### config.mk
export PLATFORM = sky130hd
export DESIGN_NAME = decimal_text_to_binary_core
export DESIGN_NICKNAME = d
export VERILOG_FILES = /design/src/rtl/dtb_pkg.sv /design/src/rtl/dtb_front.sv /design/src/rtl/dtb_numq.sv /design/src/rtl/dtb_back.sv /design/src/rtl/decimal_text_to_binary_core.sv
export SDC_FILE = /design/constraint.sdc
export NUM_CORES = 1
export LEC_CHECK = 0
export BUFFER_PORTS_ARGS = -buffer_cell sky130_fd_sc_hd__buf_2
export CAP_MARGIN = 20
export CORE_MARGIN = 2
export CORE_UTILIZATION = 35
export CTS_BUF_LIST = sky130_fd_sc_hd__clkbuf_8
export DETAILED_ROUTE_END_ITERATION = 8
export PLACE_DENSITY = 0.56
export SKIP_LAST_GASP = 1
export SLEW_MARGIN = 20
export SYNTH_ARGS = -nofsm -noshare
export SYNTH_HDL_FRONTEND = slang
export SYNTH_SLANG_ARGS = --single-unit
### constraint.sdc
create_clock -name clk -period 5.25 [get_ports clk]
set_clock_uncertainty 0.1 [all_clocks]
set_input_delay 0.525 -clock clk [delete_from_list [all_inputs] [get_ports clk]]
set_output_delay 0.525 -clock clk [all_outputs]
set_load 0.05 [all_outputs]
### src/rtl/dtb_pkg.sv
`default_nettype none
package dtb_pkg;

	localparam int ACCUM_BITS = 64;
	localparam int PROD_W     = ACCUM_BITS + 4;
	localparam int NUMQ_DEPTH = 2;
	localparam int NUMQ_PTR_W = (NUMQ_DEPTH > 1) ? $clog2(NUMQ_DEPTH) : 1;
	localparam int NUMQ_CNT_W = $clog2(NUMQ_DEPTH + 1);
	localparam int MAX_BYTES  = 8;
	localparam int BYTE_IDX_W = 3;
	localparam int REG_IDX_W  = 1;

	localparam logic [7:0] DIGIT_LO   = 8'h2F;
	localparam logic [7:0] DIGIT_HI   = 8'h3A;
	localparam logic [7:0] DIGIT_ZERO = 8'h30;

	localparam logic [REG_IDX_W-1:0] REG_WIDTH_BYTES = 1'b0;
	localparam logic [REG_IDX_W-1:0] REG_BIG_ENDIAN  = 1'b1;

	localparam logic [3:0] WIDTH_BYTES_RST = 4'd4;

	typedef logic [ACCUM_BITS-1:0] acc_t;

	typedef struct packed {
		logic [3:0] width_bytes;
		logic       big_endian;
	} cfg_t;

	typedef struct packed {
		logic push;
		acc_t value;
	} numq_wr_t;

	typedef struct packed {
		logic avail;
		acc_t value;
	} numq_rd_t;

endpackage
`default_nettype wire

### src/rtl/dtb_front.sv
`default_nettype none
module dtb_front
	import dtb_pkg::*;
(
	input  wire logic       clk,
	input  wire logic       arst_n,
	input  wire logic       push,
	input  wire logic       full,
	input  wire logic [7:0] text_byte,
	input  wire logic       end_of_stream,
	output numq_wr_t        numq_wr
);

	acc_t              acc_q;
	logic              have_q;
	logic              accept;
	logic              is_digit;
	logic [3:0]        digit;
	logic [PROD_W-1:0] prod;
	logic              sat;
	acc_t              acc_next;

	always_comb begin
		accept   = push && !full;
		is_digit = (text_byte > DIGIT_LO) && (text_byte < DIGIT_HI);
		digit    = 4'(text_byte - DIGIT_ZERO);
		// acc*10 + d; any carry past the top bit means saturate
		prod = (PROD_W'(acc_q) << 3) + (PROD_W'(acc_q) << 1) + PROD_W'(digit);
		sat  = |prod[PROD_W-1:ACCUM_BITS];
		acc_next = sat ? '1 : prod[ACCUM_BITS-1:0];
		numq_wr.push  = accept && have_q && (end_of_stream || !is_digit);
		numq_wr.value = acc_q;
	end

	always_ff @(posedge clk or negedge arst_n) begin
		if (!arst_n) begin
			acc_q  <= '0;
			have_q <= 1'b0;
		end else if (accept) begin
			if (!end_of_stream && is_digit) begin
				acc_q  <= acc_next;
				have_q <= 1'b1;
			end else begin
				acc_q  <= '0;
				have_q <= 1'b0;
			end
		end
	end

endmodule
`default_nettype wire

### src/rtl/dtb_numq.sv
`default_nettype none
module dtb_numq
	import dtb_pkg::*;
(
	input  wire logic     clk,
	input  wire logic     arst_n,
	input  wire numq_wr_t numq_wr,
	input  wire logic     numq_pop,
	output numq_rd_t      numq_rd,
	output logic          full
);

	acc_t                  mem_q [NUMQ_DEPTH];
	logic [NUMQ_PTR_W-1:0] wr_ptr_q;
	logic [NUMQ_PTR_W-1:0] rd_ptr_q;
	logic [NUMQ_CNT_W-1:0] cnt_q;
	logic                  do_pop;

	always_comb begin
		full          = (cnt_q == NUMQ_CNT_W'(NUMQ_DEPTH));
		numq_rd.avail = (cnt_q != '0);
		numq_rd.value = mem_q[rd_ptr_q];
		do_pop        = numq_pop && numq_rd.avail;
	end

	always_ff @(posedge clk) begin
		if (numq_wr.push) begin
			mem_q[wr_ptr_q] <= numq_wr.value;
		end
	end

	always_ff @(posedge clk or negedge arst_n) begin
		if (!arst_n) begin
			wr_ptr_q <= '0;
			rd_ptr_q <= '0;
			cnt_q    <= '0;
		end else begin
			if (numq_wr.push) begin
				wr_ptr_q <= (wr_ptr_q == NUMQ_PTR_W'(NUMQ_DEPTH - 1)) ? '0 : wr_ptr_q + 1'b1;
			end
			if (do_pop) begin
				rd_ptr_q <= (rd_ptr_q == NUMQ_PTR_W'(NUMQ_DEPTH - 1)) ? '0 : rd_ptr_q + 1'b1;
			end
			if (numq_wr.push && !do_pop) begin
				cnt_q <= cnt_q + 1'b1;
			end else if (!numq_wr.push && do_pop) begin
				cnt_q <= cnt_q - 1'b1;
			end
		end
	end

endmodule
`default_nettype wire

### src/rtl/dtb_back.sv
`default_nettype none
module dtb_back
	import dtb_pkg::*;
(
	input  wire logic     clk,
	input  wire logic     arst_n,
	input  wire cfg_t     cfg,
	input  wire numq_rd_t numq_rd,
	output logic          numq_pop,
	input  wire logic     pop,
	output logic          empty,
	output logic [7:0]    out_byte,
	output logic          last_byte
);

	logic                  valid_q;
	logic [BYTE_IDX_W-1:0] k_q;
	logic [7:0]            byte_q;
	logic                  last_q;
	logic [BYTE_IDX_W-1:0] wm1;
	logic [BYTE_IDX_W-1:0] pos;
	logic [63:0]           ext;
	logic [7:0]            sel;
	logic                  adv;
	logic                  emit;
	logic                  is_last;

	always_comb begin
		priority if (cfg.width_bytes == 4'd0) begin
			wm1 = '0;
		end else if (cfg.width_bytes > 4'(MAX_BYTES)) begin
			wm1 = BYTE_IDX_W'(MAX_BYTES - 1);
		end else begin
			wm1 = BYTE_IDX_W'(cfg.width_bytes - 4'd1);
		end
		pos      = cfg.big_endian ? (wm1 - k_q) : k_q;
		ext      = 64'(numq_rd.value);
		sel      = ext[{pos, 3'b000} +: 8];
		is_last  = (k_q == wm1);
		adv      = !valid_q || pop;
		emit     = adv && numq_rd.avail;
		numq_pop = emit && is_last;
		empty     = !valid_q;
		out_byte  = byte_q;
		last_byte = last_q;
	end

	always_ff @(posedge clk or negedge arst_n) begin
		if (!arst_n) begin
			valid_q <= 1'b0;
			k_q     <= '0;
		end else if (emit) begin
			valid_q <= 1'b1;
			k_q     <= is_last ? '0 : k_q + 1'b1;
		end else if (pop) begin
			valid_q <= 1'b0;
		end
	end

	always_ff @(posedge clk) begin
		if (emit) begin
			byte_q <= sel;
			last_q <= is_last;
		end
	end

endmodule
`default_nettype wire

### src/rtl/decimal_text_to_binary_core.sv
// A terminating byte (non-digit or end mark) writes the number into the queue,
// from which the back end registers its first byte onto out_byte when free.
// Throughput: one text byte per cycle in while full is low; the output side
// sends numbers back to back. A two-entry number queue decouples the two sides.
// Reset (arst_n low, async): no pending number, queue and output empty,
// width_bytes = 4, big_endian = 0.
`default_nettype none
module decimal_text_to_binary_core
	import dtb_pkg::*;
(
	input  wire logic                 clk,
	input  wire logic                 arst_n,
	input  wire logic                 push,
	output logic                      full,
	input  wire logic [7:0]           text_byte,
	input  wire logic                 end_of_stream,
	output logic                      empty,
	input  wire logic                 pop,
	output logic [7:0]                out_byte,
	output logic                      last_byte,
	input  wire logic                 wr_en,
	input  wire logic [REG_IDX_W-1:0] wr_index,
	input  wire logic [3:0]           wr_data
);

	cfg_t     cfg_q;
	numq_wr_t numq_wr;
	numq_rd_t numq_rd;
	logic     numq_pop;

	always_ff @(posedge clk or negedge arst_n) begin
		if (!arst_n) begin
			cfg_q.width_bytes <= WIDTH_BYTES_RST;
			cfg_q.big_endian  <= 1'b0;
		end else if (wr_en) begin
			unique case (wr_index)
				REG_WIDTH_BYTES: cfg_q.width_bytes <= wr_data;
				REG_BIG_ENDIAN:  cfg_q.big_endian  <= wr_data[0];
			endcase
		end
	end

	dtb_front u_front (
		.clk           (clk),
		.arst_n        (arst_n),
		.push          (push),
		.full          (full),
		.text_byte     (text_byte),
		.end_of_stream (end_of_stream),
		.numq_wr       (numq_wr)
	);

	dtb_numq u_numq (
		.clk      (clk),
		.arst_n   (arst_n),
		.numq_wr  (numq_wr),
		.numq_pop (numq_pop),
		.numq_rd  (numq_rd),
		.full     (full)
	);

	dtb_back u_back (
		.clk       (clk),
		.arst_n    (arst_n),
		.cfg       (cfg_q),
		.numq_rd   (numq_rd),
		.numq_pop  (numq_pop),
		.pop       (pop),
		.empty     (empty),
		.out_byte  (out_byte),
		.last_byte (last_byte)
	);

endmodule
`default_nettype wire

Yosys cells after proc, flatten, opt, wreduce, memory -nomap -nowiden. Memories as Yosys holds them, arrays and structs flattened. Index checks and enable logic that the tools add are counted. W data, S select, Z words.

Add/sub/neg operators: 10. Multipliers: 0. Divide/modulo/power cells: 0. Order comparisons: 3. Equal/unequal tests: 2. Shift-type cells: 1. Mux-type cells: 15. Bitwise gates (word level): 1. Reduce and logical (&&, ||, !) cells: 25.

Operators with widths (number): $mux W64 (2); $add A67 B65 Y68 (1); $add A68 B4 Y68 (1); $shiftx A64 B7 Y8 (1); $mux W3 (4); $logic_and A1 B1 Y1 (10); $gt A8 B6 Y1 const B (1); $lt A8 B6 Y1 const B (1); $mux W1 (7); $logic_not A1 Y1 (6); $reduce_bool A2 Y1 (3); $gt A4 B4 Y1 const B (1); $logic_not A4 Y1 (1); $mux W2 (2); $reduce_and A2 Y1 (2); $reduce_or A4 Y1 (1); $sub A4 B1 Y4 const B (1); $add A3 B1 Y3 const B (1); $eq A3 B3 Y1 (1); $sub A3 B1 Y3 const B (1); $sub A3 B3 Y3 (1); $add A1 B1 Y1 const B (2); $add A2 B1 Y2 const B (1); $eq A2 B2 Y1 const B (1); other kinds (3) (4).

Bits in registers: 87. Latch bits: 0. Memory bits (writable): 128. ROM bits: 0. Bits of input ports: 19. Logic and storage cells: 69. Memories: 1.

Memories: u_numq.mem_q (words 2, bits a word 64, read ports 1, clocked after memory_dff 0, write ports 1, RTL line dtb_numq.sv:13) `acc_t mem_q [NUMQ_DEPTH];`.

Depth between registers and ports, before layout. Gate-level depths: netlist of run 1.

Depth after elaboration: 9. Gate-level depth with buffers: 15. Mapped depth without buffers: 14.

By module. From an unflattened synthesis of run 1, not the netlist that was laid out.

Cell total of the unflattened synthesis: 1284. Area total of the unflattened synthesis: 14164.8 µm².

By module, submodules not included: dtb_front (times used 1, cells an instance 911, area each 7642.3 µm²); dtb_numq (times used 1, cells an instance 215, area each 5013.6 µm²); dtb_back (times used 1, cells an instance 146, area each 1305.0 µm²); decimal_text_to_binary_core (times used 1, cells an instance 12, area each 203.9 µm²).

Worst setup path before layout of run 1. Ideal clock, no wire load.

Path kind: input to register. Start: in text_byte[5]. End: mem u_numq.mem_q[0][0] (netlist bit), enable pin. Setup time: 0.486 ns. Arrival time: 3.675 ns. Setup slack: 0.989 ns. Stages on the path: 6. Buffers on the path: 0. Cells stage by stage: nand2_1 -> nor4_1 -> and2_1 -> nor2_1 -> nand2_1 -> nor2_1.

Cells in the longest elaborated chain, start to end: 7. Elaborated cells on any way between the ends: 8.

Ends and longest elaborated chain: from (decl) (RTL line decimal_text_to_binary_core.sv:15) `input wire logic [7:0] text_byte,`; $gt A8 B6 Y1 or $lt A8 B6 Y1 (tied branches) (RTL line dtb_front.sv:25) `is_digit = (text_byte > DIGIT_LO) && (text_byte < DIGIT_HI);`; $logic_and A1 B1 Y1 (*) (RTL line dtb_front.sv:25); $logic_not A1 Y1 (*) (RTL line dtb_front.sv:31) `numq_wr.push = accept && have_q && (end_of_stream || !is_digit);`; $logic_or A1 B1 Y1 (*) (RTL line dtb_front.sv:31); $logic_and A1 B1 Y1 (*) (RTL line dtb_front.sv:31); $mux W1 (*) (RTL line dtb_numq.sv:27) `if (numq_wr.push) begin`; $mux W1 (implied by the code) (*) (RTL line dtb_numq.sv:28) `mem_q[wr_ptr_q] <= numq_wr.value;`; to (decl) (RTL line dtb_numq.sv:13).

Every way passes the cells marked *; elsewhere a longest branch is shown, timed or not.

Final worst setup path of run 1.
Start: reg u_front.acc_q[0]. End: reg u_front.acc_q[20].

Cells in the longest elaborated chain, start to end: 5.

Ends and longest elaborated chain: from (decl) (RTL line dtb_front.sv:14) `acc_t acc_q;`; from (signal assigned) (RTL line dtb_front.sv:41) `acc_q <= acc_next;`; $add A67 B65 Y68 (*) (RTL line dtb_front.sv:28) `prod = (PROD_W'(acc_q) << 3) + (PROD_W'(acc_q) << 1) + PROD_W'(digit);`; $add A68 B4 Y68 (*) (RTL line dtb_front.sv:28); $reduce_or A4 Y1 (RTL line dtb_front.sv:29) `sat = |prod[PROD_W-1:ACCUM_BITS];`; $mux W64 (*) (RTL line dtb_front.sv:30) `acc_next = sat ? '1 : prod[ACCUM_BITS-1:0];`; $mux W64 (*) (RTL line dtb_front.sv:40) `if (!end_of_stream && is_digit) begin`.

Marks and branches as above. A chain may end at the register's enable or synchronous reset.

==> results.json, run 1 <==
{
  "final.setup.tns_ns": 0,
  "maxSlewViolCount": 0,
  "wire_per_inst_um": 19.6,
  "syn_inst": 1163,
  "cp-start-kind": "flip-flop",
  "routed_wl_um": 32700,
  "syn_area_sq_mm": 0.0131,
  "gp_congestion": 0.893,
  "endpoint_kind": "flip-flop",
  "maxCapViolCount": 0,
  "synth_edf_count": 137,
  "async_flop_share_pct": 36.3,
  "crit_type": "flip-flop to flip-flop",
  "grt_pass1_vias": 9048,
  "synth_top_flop_cell": "edfxtp_1",
  "final_antenna_net_count": 0,
  "worst_slew_pin_slew_ns": 1.04,
  "final_util_pct": 39.0,
  "setup_viol": 0,
  "nets": 1325,
  "yosysUniqueCellTypes": 67,
  "grt_max_degree": 116,
  "setup_ws_ns": 0.705,
  "die_w_um": 197,
  "core_region_area_sq_mm": 0.0367,
  "start_util_pct": 35.6,
  "io_buffers": 29,
  "clock_tree.buffer_depth": 3,
  "h-tree-depth": 1,
  "synth_warnings": 0,
  "fmax_mhz": 220,
  "layout_common_cells": "edfxtp_1, ha_1, o21ai_0, a21oi_1, nand2_1",
  "status": "completed",
  "io_pins": 30,
  "antennaDiodeCount": 0,
  "synth_nets": 1317,
  "post-cts-setup-buffer-count": 0,
  "globalRouteOverflowTotal": 0,
  "cts_tree": "built",
  "worstHoldPathType": "input pin to flip-flop",
  "drt_first_pass_iters": 5,
  "grt_pass1_wl_um": 52100,
  "drt_iter0_drc": 527,
  "layout-drive-gt1-share_pct": 12.1,
  "stdcell_area_sq_mm": 0.0143,
  "cts-resized-gates": 0,
  "track_usage_pct": 17.0,
  "syn_avg_cell_area_sq_um": 11.2,
  "row_count": 70,
  "ys_seq_area_share_pct": 46.4,
  "relSlewSlack_pct": 30.9,
  "crit_required_ns": 5.54,
  "clk_latency_ns": 0.57,
  "crit_fanout": 42,
  "cts.reportedPaths.clkPinSlew_ns": 0.07,
  "vias_per_cell": 5.56,
  "die-area_sq_mm": 0.0389,
  "placed_cell_area_sq_mm": 0.0137,
  "grt_antenna_before_repair": 0,
  "cts-root-buf": "clkbuf_8",
  "pre_cts_ws_ns": 0.592,
  "hold_viol_final": 0,
  "min_period_ns": 4.55,
  "ys_ff_latch": 215,
  "dp_hpwl_um": 24800,
  "route.detailed.drc": 0,
  "cts_sinks": 215,
  "final.period_utilization_pct": 86.6,
  "rsz0062_at_grt": "false",
  "die_h_um": 197,
  "fill_cells": 3506,
  "vias": 9255,
  "final_common_cell": "edfxtp_1",
  "arrival_ns": 4.83,
  "cts_made_buffers": 31,
  "syn2layout_area_growth_pct": 9.47
}
==> timing repair <==
item | CTS | global route
endpoints found under the hold margin | 13 | 0
setup endpoints to repair | 0 | 0
hold buffers | 1 | 0
==> sequential cells by signal, indices dropped and copies added (netlist names) <==
name,flops
u_back.valid_q,1
u_numq.rd_ptr_q,1
u_back.k_q,3
u_numq.mem_q,128
u_back.out_byte,8
u_numq.cnt_q,2
u_front.acc_q,64
u_numq.wr_ptr_q,1
u_front.have_q,1
u_back.last_byte,1
cfg_q,5
==> layout make-up <==
class                   instances  area, sq um  share of cell area, %
well taps                     468          586                   4.09
clock inverters                24          189                   1.32
inverters                      24         90.1                  0.629
flip-flops and latches        215         6070                   42.4
repair buffers                 41          253                   1.77
clock buffers                  34          468                   3.27
multi-input cells             858         6670                   46.5
==> stage by stage <==
stage	instances	hold slack, ns
final	1664	0.0652
after global routing	1664	0.0597
after CTS	1664	0.0275
after detailed placement	1605	0.313
after global placement	1605	0.317
after floorplan	1163	0.129
==> synth_stat cells, types with 9 or more instances <==
library cell | n | area, sq um
o211ai_1 | 10 | 75.1
a21oi_1 | 88 | 440
nand2_1 | 88 | 330
o21ai_0 | 110 | 551
and2_1 | 9 | 56.3
inv_1 | 24 | 90.1
dfrtp_1 | 77 | 1930
edfxtp_1 | 137 | 4110
o21ai_1 | 11 | 55.1
ha_1 | 132 | 1650
or3_1 | 9 | 56.3
a31oi_1 | 61 | 382
nor2_1 | 54 | 203
nand4_1 | 19 | 119
o21a_1 | 13 | 97.6
mux4_2 | 40 | 901
nor3_1 | 15 | 75.1
nand3_1 | 13 | 65.1
xor2_1 | 40 | 350
a21o_1 | 25 | 188
clkbuf_1 | 48 | 180
xnor2_1 | 28 | 245
==> logic make-up after synthesis <==
family / after synthesis / share of synthesized area, %
compound gates: 373 / 17.3
simple gates: 236 / 8.42
flops: 215 / 46.4
fa+ha+maj: 135 / 13.1
buf+inv: 90 / 2.88
xor+xnor: 68 / 4.55
mux: 46 / 7.38
==> layer usage <==
metal	routed length [um]	part of all wire, %	vias up	GRT usage, %
met4	555	1.7	0	3.87
met5	0	0	-	0
li1	-	-	4479	-
met1	16700	51	4555	26.2
met2	14200	43	179	25.8
met3	1240	3.8	42	1.57
==> critical path: stages, from the launching register on <==
cell,delay [ns]
dfrtp_1,0.45
fa_1,0.51
ha_1,0.32
a211oi_1,0.35
o211ai_1,0.18
nand2_1,0.11
a31oi_1,0.13
o31ai_1,0.54
a211oi_1,0.19
or3_1,0.34
a221o_1,0.41
nor2_4,0.32
buf_12,0.27
a31oi_1,0.13
==> worst paths after layout <==
check                      depth (start not counted)                         start                       endpoint  slack [ns]
max                                               13  u_front.acc_q[0]$_DFFE_PN0P_  u_front.acc_q[20]$_DFFE_PN0P_        0.70
min                                                3                    wr_data[1]           cfg_q[2]$_DFFE_PN0P_        0.07
max reg2reg                                       13  u_front.acc_q[0]$_DFFE_PN0P_  u_front.acc_q[20]$_DFFE_PN0P_        0.70
min reg2reg                                        2    u_front.have_q$_DFFE_PN0P_     u_front.have_q$_DFFE_PN0P_        0.39
max in group asynchronous                          3                        arst_n  u_front.acc_q[34]$_DFFE_PN0P_        3.70
min in group asynchronous                          2                        arst_n      u_back.k_q[2]$_DFFE_PN0P_        0.25
Power of run 1 is not shown: default switching activity piles up to over one toggle a cycle in this logic, so the estimate is an artifact.
==> run 2, diff against run 1 <==
- BUFFER_PORTS_ARGS: -buffer_cell sky130_fd_sc_hd__buf_2 -> -buffer_cell sky130_fd_sc_hd__buf_4
==> run 2 against run 1 <==
Against the previous run:
- final cell count about the same
- setup slack improved by 0.020 ns
- die area unchanged
- critical path depth unchanged
- critical endpoint is now u_front.acc_q[36]$_DFFE_PN0P_
- utilization increased by 0.44 points
- global-route usage increased by 0.59 points
- hold slack got worse by 0.012 ns
- register-to-register slack improved by 0.02 ns
- final area increased by 1.1%
- maximum frequency increased by 0.44%
==> results.json, run 2 (synthesis gave the netlist of run 1 again) <==
{
  "worst-r2r-setup-slack_ns": 0.72,
  "min_from": "wr_data[0]",
  "nets": 1326,
  "io_pins": 30,
  "grt_antenna_before_repair": 0,
  "maxCapViolCount": 0,
  "rsz0062_at_grt": "false",
  "die-area_sq_mm": 0.0389,
  "r2r-end": "u_front.acc_q[36]$_DFFE_PN0P_",
  "final_util_pct": 39.5,
  "use_met1_pct": 25.7,
  "grt.busiest_layer": "met2",
  "ff2ff_path_depth": 13,
  "core_region_area_sq_mm": 0.0367,
  "routed_wl_um": 33400,
  "hold-path-cell-count": 3,
  "cts-root-buf": "clkbuf_8",
  "maxSlewViolCount": 0,
  "endpoint_kind": "flip-flop",
  "h-tree-depth": 1,
  "crit_fanout": 42,
  "worst_slew_pin_slew_ns": 1.00,
  "cts.reportedPaths.clkPinSlew_ns": 0.07,
  "crit_family": "compound AO/OA/AOI/OAI gates",
  "final.setup.tns_ns": 0,
  "max_stage_delay_ns": 0.53,
  "status": "completed",
  "globalRouteOverflowTotal": 0,
  "fmax_mhz": 221,
  "cts_tree": "built",
  "vias_per_cell": 5.60,
  "r2r-start": "u_front.acc_q[0]$_DFFE_PN0P_",
  "holdPathEnd": "cfg_q[1]$_DFFE_PN0P_",
  "io_buffers": 29,
  "die_h_um": 197,
  "clock_tree.buffer_depth": 3,
  "worstHoldPathType": "input pin to flip-flop",
  "path_cells": "fa_1 > ha_1 > a211oi_1 > o211ai_1 > nand2_1 > a31oi_1 > o31ai_1 > a211oi_1 > or3_1 > a221o_1 > nor2_4 > buf_12 > a31oi_1",
  "dp_hpwl_um": 25400,
  "top_register": "u_numq.mem_q",
  "cp_slowest_cell": "o31ai_1",
  "route.detailed.drc": 0,
  "cts_sinks": 215,
  "antennaDiodeCount": 0,
  "grt_pass1_vias": 9387,
  "cp-start-kind": "flip-flop",
  "clk_latency_ns": 0.60,
  "crit_required_ns": 5.55,
  "wire_per_inst_um": 20.1,
  "largest_reg_flops": 128,
  "crit_type": "flip-flop to flip-flop",
  "grt_pass1_wl_um": 53500,
  "setup_viol": 0,
  "met3_usage_pct": 1.67,
  "final_antenna_net_count": 0,
  "gp_congestion": 0.920,
  "arrival_ns": 4.83,
  "layout_common_cells": "edfxtp_1, ha_1, o21ai_0, a21oi_1, nand2_1",
  "use_met2_pct": 28.0,
  "drt_iter0_drc": 527,
  "drt_first_pass_iters": 5,
  "relSlewSlack_pct": 33.3,
  "die_w_um": 197,
  "final.period_utilization_pct": 86.2,
  "min_period_ns": 4.53,
  "cts_made_buffers": 31,
  "hold_viol_final": 0,
  "layout-drive-gt1-share_pct": 12.7,
  "row_count": 70,
  "start_util_pct": 35.6,
  "grt_max_degree": 116,
  "syn2layout_area_growth_pct": 10.7,
  "track_usage_pct": 17.6,
  "final_common_cell": "edfxtp_1",
  "fill_cells": 3498,
  "critPathBufInv": 1,
  "vias": 9321
}
run 2: changes by cell type in the layout (fill, tap and decap cells not counted), moves of 2 or more:
cell,previous run,this run
clkinv_4,0,2
buf_2,28,0
clkinvlp_4,1,4
buf_4,11,39
bufinv_16,3,5
clkinv_1,9,2
run 2: final cells by class:
class	count	area, sq um	share of cell area [%]
clock buffer	35	482	3.33
clock inverter	23	251	1.74
inverter	24	90.1	0.622
multi-input combinational	858	6670	46.1
sequential	215	6070	41.9
tap	468	586	4.04
timing repair buffer	42	333	2.30
run 2: timing repair:
| item | in CTS | in global routing |
|---|---|---|
| gates resized for setup | 0 | 0 |
| hold endpoints to repair | 15 | 0 |
| setup buffers | 0 | 0 |
| hold buffers | 2 | 0 |
run 2: worst min-delay path, delay by kind of cell:
family	cells	cell delay [ns]
AND/OR/NAND/NOR	1	0.04
buffers and inverters	1	0.09
AO/OA/AOI/OAI	1	0.07
run 2: worst max path at each step:
stage,startpoint,end,slack [ns],cells past startpoint
floorplan,text_byte[5],u_numq.mem_q[0][0]$_DFFE_PP_,0.99,6
global placement,text_byte[3],u_front.acc_q[13]$_DFFE_PN0P_,0.66,14
detailed placement,text_byte[3],u_front.acc_q[10]$_DFFE_PN0P_,0.63,14
CTS,u_front.acc_q[0]$_DFFE_PN0P_,u_front.acc_q[35]$_DFFE_PN0P_,0.78,13
global route,u_front.acc_q[21]$_DFFE_PN0P_,u_front.acc_q[34]$_DFFE_PN0P_,0.55,13
finish,u_front.acc_q[0]$_DFFE_PN0P_,u_front.acc_q[36]$_DFFE_PN0P_,0.72,13
run 2: metrics by stage:
stage	std cells	hold WS [ns]	instance area [sq um]	setup WS, ns
after floorplan	1163	0.129	13100	0.989
after global placement	1605	0.328	13700	0.657
after detailed placement	1605	0.328	13700	0.629
after CTS	1665	0.0219	14500	0.778
after global routing	1665	0.0334	14500	0.551
final	1665	0.0535	14500	0.725
run 2: metal layers:
metal	vias to the layer above	routed length [um]
met2	210	15200
met3	40	1330
met4	0	627
met5	-	0
met1	4576	16300
li1	4495	-
Power of run 2 is left out for the same reason.
==> run 3, diff against run 2 <==
- CORE_ASPECT_RATIO: unset -> 1.2
==> run 3 against run 2 <==
Against the previous run:
- final cell count grew 0.30%
- die area is essentially flat
- non-clock buffer count shrank 1
- count of clock-buffer cells in the layout grew 1
- utilization shrank 0.30 points
- via count shrank 0.26%
- maximum frequency grew 3.0%
- hold slack gained 0.0084 ns
- sequential cell count is the same
- final area shrank 0.48%
- critical path depth is the same
- first-iteration DRC count grew 18%
==> results.json, run 3 (synthesis gave the netlist of run 1 again) <==
{
  "status": "completed",
  "dp.cells": 1611,
  "p_int_uw": 5280,
  "vias_per_cell": 5.57,
  "p_per_area_mw_per_mm2": 693,
  "endpoint_kind": "flip-flop",
  "clock_tree.buffer_depth": 3,
  "final.period_utilization_pct": 83.7,
  "dp_hpwl_um": 24700,
  "stdcell_area_sq_mm": 0.0144,
  "crit_type": "flip-flop to flip-flop",
  "layout-drive-gt1-share_pct": 12.0,
  "gp_congestion": 0.862,
  "arrival_ns": 4.72,
  "largest_reg_flops": 128,
  "pre_cts_ws_ns": 0.665,
  "track_usage_pct": 16.9,
  "relSlewSlack_pct": 35.4,
  "grt_max_degree": 115,
  "final_util_pct": 39.2,
  "p_sw_uw": 4700,
  "maxCapViolCount": 0,
  "netSwitchingFraction_pct": 47.1,
  "core_region_area_sq_mm": 0.0368,
  "min_period_ns": 4.39,
  "maxSlewViolCount": 0,
  "hold_viol_final": 0,
  "setup_viol": 0,
  "crit_fanout": 62,
  "path_cells": "fa_1 > ha_1 > a211oi_1 > o211ai_1 > nand2_1 > a31oi_1 > o31ai_1 > a211oi_1 > or3_1 > a221o_1 > nor2_4 > buf_12 > a31oi_1",
  "drt_iter0_drc": 620,
  "routed_wl_um": 32800,
  "route.detailed.drc": 0,
  "io_buffers": 29,
  "leakagePower_uw": 0.00573,
  "cp_slowest_cell": "fa_1",
  "syn2layout_area_growth_pct": 10.2,
  "crit_required_ns": 5.58,
  "drt_first_pass_iters": 7,
  "cts-root-buf": "clkbuf_8",
  "cts_sinks": 215,
  "vias": 9297,
  "layout.cells.non_filler": 1670,
  "post-cts-setup-buffer-count": 0,
  "fill_cells": 3559,
  "final.setup.tns_ns": 0,
  "clk_latency_ns": 0.61,
  "grt_pass1_wl_um": 52600,
  "nets": 1325,
  "wire_per_inst_um": 19.7,
  "p_clk_share_pct": 14.3,
  "worstHoldPathType": "input pin to flip-flop",
  "row_count": 77,
  "fmax_mhz": 228,
  "seq_power_share_pct": 28.1,
  "io_pins": 30,
  "postCtsHoldBufs": 1,
  "start_util_pct": 35.5,
  "die_w_um": 180,
  "cts_made_buffers": 31,
  "top_register": "u_numq.mem_q",
  "globalRouteOverflowTotal": 0,
  "h-tree-depth": 1,
  "combinationalPowerShare_pct": 57.6,
  "die_h_um": 216,
  "grt_antenna_before_repair": 0,
  "cts_tree": "built",
  "final_common_cell": "edfxtp_1",
  "peakVddDrop_v": 0.000344,
  "cts-resized-gates": 0,
  "die-area_sq_mm": 0.0389,
  "cts.reportedPaths.clkPinSlew_ns": 0.07,
  "cp-start-kind": "flip-flop",
  "max_stage_delay_ns": 0.51,
  "layout_common_cells": "edfxtp_1, ha_1, o21ai_0, a21oi_1, nand2_1",
  "worst_slew_pin_slew_ns": 0.949,
  "setup_ws_ns": 0.856,
  "placed_cell_area_sq_mm": 0.0137,
  "final_antenna_net_count": 0,
  "rsz0062_at_grt": "false",
  "antennaDiodeCount": 0,
  "grt_pass1_vias": 9431
}
run 3: cell count changes in the layout (fill, tap and decap cells not counted), moves of 2 or more:
cell        delta
inv_1          +8
bufinv_16      -2
clkinvlp_4     -4
clkinv_4       -2
clkinv_2       -2
run 3: stage by stage:
stage / total power, uW / hold WS, ns
4_1_cts: 10000 / 0.0318
2_1_floorplan: 7000 / 0.129
5_1_grt: 10800 / 0.0603
3_5_place_dp: 8570 / 0.310
6_report: 9980 / 0.0619
3_3_place_gp: 8550 / 0.312
run 3: routing by layer:
layer / global-route usage (%) / share of wire, %
met1: 22.0 / 45
met2: 29.6 / 49
met3: 1.55 / 2.9
met4: 5.75 / 2.8
met5: 0 / 0
run 3: final timing paths:
path / startpoint / endpoint / slack (ns) / depth (start not counted)
worst max register to register: u_front.acc_q[0]$_DFFE_PN0P_ / u_front.acc_q[5]$_DFFE_PN0P_ / 0.86 / 13
worst min-delay path: wr_data[1] / cfg_q[2]$_DFFE_PN0P_ / 0.06 / 3
min in group asynchronous: arst_n / u_back.valid_q$_DFFE_PN0P_ / 0.22 / 2
worst max-delay path: u_front.acc_q[0]$_DFFE_PN0P_ / u_front.acc_q[5]$_DFFE_PN0P_ / 0.86 / 13
worst min register to register: u_back.valid_q$_DFFE_PN0P_ / u_back.valid_q$_DFFE_PN0P_ / 0.41 / 2
max in group asynchronous: arst_n / u_front.acc_q[50]$_DFFE_PN0P_ / 3.64 / 3
run 3: critical path: cells and delay by family, from the launching register on:
| family | cells | cell delay [ns] |
|---|---|---|
| AND/OR/NAND/NOR | 3 | 0.57 |
| adder cells (fa/ha/maj) | 2 | 0.84 |
| flip-flops | 1 | 0.45 |
| AO/OA/AOI/OAI | 7 | 1.92 |
| buffers and inverters | 1 | 0.24 |
run 3: layout make-up:
type,count,area (sq um),share of cell area [%]
inverter,24,90.1,0.625
multi-input combinational,858,6670,46.3
sequential,215,6070,42.1
clock inverter,22,175,1.22
clock buffer,36,495,3.44
tap,474,593,4.12
timing repair buffer,41,323,2.24
run 3: power groups by stage:
stage | Sequential (uW) | Combinational (uW) | Clock (uW)
4_1_cts | 2800 | 5760 | 1450
6_report | 2810 | 5750 | 1420
3_3_place_gp | 2820 | 5730 | 0
5_1_grt | 2860 | 6370 | 1530
3_5_place_dp | 2840 | 5740 | 0
2_1_floorplan | 2670 | 4340 | 0
Note: power is estimated with default switching activity, not from simulation.
